--- config.mk ---
export PLATFORM = sky130hd
export DESIGN_NAME = dmjc_divider
export DESIGN_NICKNAME = d
export VERILOG_FILES = /design/src/rtl/core/depth_minmax_jet_colorizer_unit_defines.svh /design/src/rtl/core/dmjc_pkg.sv /design/src/rtl/core/dmjc_divider.sv
export SDC_FILE = /design/constraint.sdc
export NUM_CORES = 1
export LEC_CHECK = 0
export BUFFER_PORTS_ARGS = -buffer_cell sky130_fd_sc_hd__buf_2
export CAP_MARGIN = 5
export CORE_MARGIN = 8
export CORE_UTILIZATION = 45
export CTS_BUF_LIST = sky130_fd_sc_hd__clkbuf_4
export DETAILED_ROUTE_END_ITERATION = 16
export PLACE_DENSITY = 0.72
export SLEW_MARGIN = 10
export SYNTH_ARGS = -nofsm -noshare
export SYNTH_HDL_FRONTEND = slang
export SYNTH_SLANG_ARGS = --single-unit
--- constraint.sdc ---
create_clock -name i_clk -period 3.8 [get_ports i_clk]
set_clock_uncertainty 0.15 [all_clocks]
set_input_delay 0.38 -clock i_clk [delete_from_list [all_inputs] [get_ports i_clk]]
set_output_delay 0.38 -clock i_clk [all_outputs]
set_load 0.02 [all_outputs]
--- src/rtl/core/depth_minmax_jet_colorizer_unit_defines.svh ---
// Assertion macros used by the top RTL file of the depth colorizer.
`ifndef DEPTH_MINMAX_JET_COLORIZER_UNIT_DEFINES_SVH
`define DEPTH_MINMAX_JET_COLORIZER_UNIT_DEFINES_SVH

// Same-cycle implication, checked outside reset.
`define DMJC_ASSERT_NOW(label, ante, cons) \
    label: assert property (@(posedge i_clk) disable iff (!i_rst_n) (ante) |-> (cons)) \
        else $error("dmjc check failed");

// Next-cycle implication, checked outside reset.
`define DMJC_ASSERT_NEXT(label, ante, cons) \
    label: assert property (@(posedge i_clk) disable iff (!i_rst_n) (ante) |=> (cons)) \
        else $error("dmjc check failed");

`endif

--- src/rtl/core/dmjc_pkg.sv ---
// ----------------------------------------------------------------------------
// dmjc_pkg
// Shared constants of the depth min/max jet colorizer.
// ----------------------------------------------------------------------------
`default_nettype none
package dmjc_pkg;
    localparam int unsigned MAX_PIXELS = 524288;
    localparam int unsigned ADDR_W     = $clog2(MAX_PIXELS);
    localparam int unsigned CNT_W      = ADDR_W + 1;
    localparam int unsigned DEPTH_W    = 16;
    localparam int unsigned WIDTH_W    = 11;
    localparam int unsigned HEIGHT_W   = 10;
    localparam int unsigned INDEX_W    = 19;

    localparam logic [1:0] ST_OK       = 2'd0;
    localparam logic [1:0] ST_NO_FRAME = 2'd1;
    localparam logic [1:0] ST_NO_VALID = 2'd2;
    localparam logic [1:0] ST_RANGE    = 2'd3;

    localparam logic REG_WIDTH  = 1'b0;
    localparam logic REG_HEIGHT = 1'b1;

    localparam logic [1:0] SEG_RISE_G = 2'd0;
    localparam logic [1:0] SEG_FALL_B = 2'd1;
    localparam logic [1:0] SEG_RISE_R = 2'd2;
    localparam logic [1:0] SEG_FALL_G = 2'd3;

    typedef logic [DEPTH_W-1:0] t_depth;
endpackage
`default_nettype wire

--- src/rtl/core/dmjc_divider.sv ---
// ----------------------------------------------------------------------------
// dmjc_divider
// Restoring divider, one quotient bit per cycle, for quotients below 2^16.
// ----------------------------------------------------------------------------
`default_nettype none
module dmjc_divider (
    input  wire                   i_clk,
    input  wire                   i_rst_n,
    input  wire                   i_start,
    input  wire [31:0]            i_num,
    input  wire dmjc_pkg::t_depth i_den,
    output logic                  o_done,
    output dmjc_pkg::t_depth      o_quo
);
    import dmjc_pkg::*;

    t_depth      r_rem;
    t_depth      r_low;
    t_depth      r_den;
    logic [4:0]  r_cnt;
    logic        r_busy;
    logic        r_done;
    logic [16:0] shifted;
    logic        ge;
    t_depth      n_rem;

    always_comb begin
        shifted = {r_rem, r_low[15]};
        ge      = shifted >= {1'b0, r_den};
        n_rem   = ge ? 16'(shifted - {1'b0, r_den}) : shifted[15:0];
    end

    always_ff @(posedge i_clk) begin
        if (!i_rst_n) begin
            r_busy <= 1'b0;
            r_done <= 1'b0;
            r_cnt  <= 5'd0;
        end else begin
            r_done <= 1'b0;
            if (i_start) begin
                r_busy <= 1'b1;
                r_cnt  <= 5'd16;
            end else if (r_busy) begin
                r_cnt <= r_cnt - 5'd1;
                if (r_cnt == 5'd1) begin
                    r_busy <= 1'b0;
                    r_done <= 1'b1;
                end
            end
        end
    end

    always_ff @(posedge i_clk) begin
        if (i_start) begin
            r_rem <= i_num[31:16];
            r_low <= i_num[15:0];
            r_den <= i_den;
        end else if (r_busy) begin
            r_rem <= n_rem;
            r_low <= {r_low[14:0], ge};
        end
    end

    assign o_done = r_done;
    assign o_quo  = r_low;
endmodule
`default_nettype wire

# Word-level counts from Yosys, hierarchy flattened
# Cells that the tools add are included.
classes:
  addsub: 2
  n_mul: 0
  div: 0
  n_lt_le_gt_ge: 1
  eq_ne: 1
  n_shift: 0
  mux: 11
  bitwise: 2
  reduce_logical: 3
ops:
  columns: ["operator", "n"]
  rows:
  - ["$mux 16", 5]
  - ["$ge 17x16->1", 1]
  - ["$sub 16x16->16", 1]
  - ["$mux 5", 2]
  - ["$eq 5x1->1 const B", 1]
  - ["$sub 5x1->5 const B", 1]
  - ["$mux 1", 4]
  - ["$reduce_or 3->1", 1]
  - ["$not 1->1", 2]
  - ["$reduce_bool 2->1", 1]
  - ["$reduce_or 2->1", 1]
word_totals:
  ff_bits: 55
  latch_bits: 0
  mem_bits_rw: 0
  mem_bits_ro: 0
  in_bits: 51
  output_inout_bits: 17
  word_cells: 27
  memories: 0

# Logic depth before layout (Yosys ltp)
depth:
  depth_word: 4
  depth_mapped: 10
  depth_no_buf: 10

# Worst setup path after synthesis
# OpenSTA, ideal clock, no wires.
synth_path:
  kind: "reg2reg"
  startpoint: "register r_low[15], in the netlist o_quo[15]"
  endpoint: "register r_rem[10] (data pin)"
  arrival_time_ps: 2496
  path_slack_ps: 893
  path_stages_with_launch: 11
  path_cell_list: "edfxtp_1 -> inv_1 -> ha_1 -> inv_1 -> fa_1 -> a21o_1 -> a221oi_1 -> o21ai_0 -> xnor2_1 -> a211oi_1 -> a311o_1"
synth_between:
  elab_chain_cells: 4
  elab_cells_between_ends: 5
  classes_between: "add/sub (1); order compare (1); mux (3)"
synth_lines:
  columns: ["element", "line_no", "text"]
  rows:
  - ["start: declaration", "dmjc_divider.sv:18", "t_depth r_low;"]
  - ["start signal: assignment", "dmjc_divider.sv:56", "r_low <= i_num[15:0];"]
  - ["start signal: assignment", "dmjc_divider.sv:60", "r_low <= {r_low[14:0], ge};"]
  - ["$sub 16x16->16 / $ge 17x16->1 (equally long branches)", "dmjc_divider.sv:30, dmjc_divider.sv:29", null]
  - ["$mux 16 *", "dmjc_divider.sv:30", "n_rem = ge ? 16'(shifted - {1'b0, r_den}) : shifted[15:0];"]
  - ["$mux 16 *", "dmjc_divider.sv:58", "end else if (r_busy) begin"]
  - ["$mux 16 *", "dmjc_divider.sv:54", "if (i_start) begin"]
  - ["end signal: assignment", "dmjc_divider.sv:55", "r_rem <= i_num[31:16];"]
  - ["end signal: assignment", "dmjc_divider.sv:59", "r_rem <= n_rem;"]
  - ["end: declaration", "dmjc_divider.sv:17", "t_depth r_rem;"]
# Mark *: on every way between the ends. The rest lies on a longest branch, timed or not. The select of a mux whose other input is x is not followed.
# A chain may end at the register's enable or synchronous reset.

# Final worst setup path
layout_path:
  startpoint: "register r_rem[3]"
  endpoint: "register r_rem[10] (data pin)"
layout_between:
  elab_chain_cells: 4
  elab_cells_between_ends: 5
  classes_between: "add/sub (1); order compare (1); mux (3)"
layout_lines:
  columns: ["element", "line_no"]
  rows:
  - ["$sub 16x16->16 / $ge 17x16->1 (equally long branches)", "dmjc_divider.sv:30, dmjc_divider.sv:29"]
  - ["$mux 16 *", "dmjc_divider.sv:30"]
  - ["$mux 16 *", "dmjc_divider.sv:58"]
  - ["$mux 16 *", "dmjc_divider.sv:54"]
# Marked as above.

==> flow_metrics.env <==
export IMPL_synth_distinct_cells=63
export IMPL_syn_to_final_growth_pct=18.5
export IMPL_min_to="r_busy"
export IMPL_setup_viol=0
export IMPL_insertion_delay_ns=0.38
export IMPL_synthFlopType="edfxtp_1"
export IMPL_grt_pass1_vias=2769
export IMPL_root_buffer="clkbuf_4"
export IMPL_async_reset_ff_share_pct=0
export IMPL_drt_vias_per_instance=5.38
export IMPL_insertedDiodeCount=0
export IMPL_drt_total_wl_um=7470
export IMPL_drv_slew=0
export IMPL_synthTopCellsByArea="edfxtp_1, ha_1, mux2_2"
export IMPL_crit_arrival_ns=3.00
export IMPL_dp_cells=457
export IMPL_nets=451
export IMPL_yosysTopAreaCell="edfxtp_1"
export IMPL_die_x_um=102
export IMPL_rows=31
export IMPL_hp_class="input port to flip-flop"
export IMPL_rsz0062_at_grt="false"
export IMPL_ys_ff_latch=55
export IMPL_die_area_sq_um=10400
export IMPL_first_iter_violations=143
export IMPL_cp_required_ns=3.79
export IMPL_cts_tree="built"
export IMPL_io_pins=68
export IMPL_drv_cap=0
export IMPL_min_path_cells=2
export IMPL_pwr_density_cell_nw_per_um2=491
export IMPL_final_util_pct=54.9
export IMPL_setup_tns_final_ns=0
export IMPL_synth_area_sq_um=3340
export IMPL_hold_violations=0
export IMPL_critPathKind="flip-flop to flip-flop"
export IMPL_status="complete, no violations"
export IMPL_worst_pin_slew_ns=0.898
export IMPL_grt_overflow_total=0
export IMPL_synth_top_area_share_pct=43.1
export IMPL_ctsLongestPathBuffers=2
export IMPL_fmaxAchievable_mhz=332
export IMPL_antenna_found_initial=0
export IMPL_leakagePower_nw=1.60
export IMPL_cp_max_fo=16
export IMPL_grt_pass1_wl_um=12600
export IMPL_portBuffers=67
export IMPL_drc=0
export IMPL_postCtsSetupBuffers=0
export IMPL_synth_seq_area_share_pct=47.3
export IMPL_drive_gt1_share_pct=27.7
export IMPL_vias=2586
export IMPL_post_cts_resized=0
export IMPL_die_height_um=102
export IMPL_fin_cells=481
export IMPL_cp_start_kind="flip-flop"
export IMPL_drt_wirelength_per_cell_um=15.5
export IMPL_core_sq_um=7210
export IMPL_grt_util_all_layers_pct=15.0
export IMPL_fin_crit_ns=3.01
export IMPL_clock_sinks=55
export IMPL_synth_warnings=0
export IMPL_ctsHoldBuffers=13
export IMPL_crit_start="r_rem[3]"
export IMPL_fillCellCount=663
export IMPL_max_slew_margin_rel_pct=40.0
export IMPL_ir_drop_mv=0.277
export IMPL_dp_hpwl_um=5450
export IMPL_syn_area_per_cell_sq_um=11.3
export IMPL_cts_buffers=5
export IMPL_synthCells=297
export IMPL_r2r_start="r_rem[3]"
export IMPL_worst_setup_path_end_kind="flip-flop"
export IMPL_final_antenna_net_count=0
export IMPL_initial_core_util_pct=46.3
export IMPL_grt_max_degree=63
export IMPL_r2r_end="r_rem[10]"
export IMPL_gp_congestion=0.849
export IMPL_fin_crit_sh_pct=79.2
export IMPL_reg2reg_setup_slack_ns=0.79
export IMPL_h_tree_depth=2
export IMPL_syn_nets=367
export IMPL_drt_pass1_iter_count=5
export IMPL_clk_pin_slew_ns=0.18
export IMPL_holdCritStartpoint="i_rst_n"
export IMPL_synth_edf_count=48
export IMPL_reg2reg_depth=7
==> per-layer routing <==
metal / up-vias / wire, um / GRT usage (%)
met5: - / 0 / 0
met4: 0 / 40 / 3.61
met3: 2 / 638 / 6.47
met2: 73 / 3410 / 23.6
met1: 1211 / 3380 / 18.4
li1: 1300 / - / -
==> cells in the mapped netlist (7+ instances only) <==
library cell,count
nand2b_1,7
edfxtp_1,48
o21ai_0,10
xor2_1,8
nor2_1,12
mux2_2,16
ha_1,18
nand2_1,18
inv_1,26
dfxtp_1,7
a21oi_1,17
==> how the worst max path moves through the flow <==
stage           endpoint  slack [ns]
3_5_place_dp    r_rem[7]        0.83
2_1_floorplan  r_rem[10]        0.89
6_report       r_rem[10]        0.79
4_1_cts         r_rem[7]        0.82
3_3_place_gp   r_rem[10]        0.94
5_1_grt         r_rem[7]        0.67
==> cells by family after synthesis <==
group,count (synthesis),synth area share (%)
adders and majority gates,19,7.34
and+or+nand+nor,76,12.3
buffers and inverters,37,5.76
AOI/OAI and AO/OA,79,18.0
muxes,17,5.69
DFF,55,47.3
xor gates and xnor gates,14,3.67
==> metrics by stage <==
stage / power [W] / setup WS [ns] / hold slack, ns / cell area [sq um]
2_1_floorplan: 0.00150 / 0.893 / 0.318 / 3340
3_3_place_gp: 0.00164 / 0.937 / 0.331 / 3740
3_5_place_dp: 0.00166 / 0.827 / 0.339 / 3740
4_1_cts: 0.00195 / 0.817 / 0.00690 / 3930
5_1_grt: 0.00208 / 0.667 / 0.0619 / 3960
6_report: 0.00195 / 0.791 / 0.0678 / 3960
==> sequential cells by signal (all words and copies together) (netlist names) <==
name,flops
r_cnt,5
r_busy,1
r_rem,16
r_den,16
o_quo,16
o_done,1
==> layout make-up <==
class	count	area, sq um	share of cell area (%)
Multi-Input combinational cell	205	1570	39.6
Inverter	27	101	2.56
Tap cell	99	124	3.13
Clock inverter	3	21.3	0.537
Sequential cell	55	1580	39.9
Clock buffer	5	37.5	0.948
Timing Repair Buffer	87	526	13.3
==> power by group <==
part	internal (W)	switching (W)
logic	0.000360	0.000483
registers	0.000774	0.0000528
clock network	0.0000756	0.000200
total	0.00121	0.000736
==> cells in the final DEF, fill, tap and decap left out, types with 7 or more instances in the layout <==
cell type	instances
a21oi_1	17
buf_2	67
dfxtp_1	7
dlygate4sd3_1	16
edfxtp_1	48
ha_1	18
inv_1	26
mux2_2	16
nand2_1	18
nand2b_1	7
nor2_1	12
o21ai_0	10
xor2_1	8
==> critical path: stages, from the launching register on <==
cell	delay (ns)
edfxtp_1	0.43
ha_1	0.38
a21o_1	0.22
a31o_2	0.25
o21ai_1	0.26
a2111o_1	0.57
a211oi_1	0.15
a311o_1	0.35
Note: power is estimated with default switching activity, not from simulation.
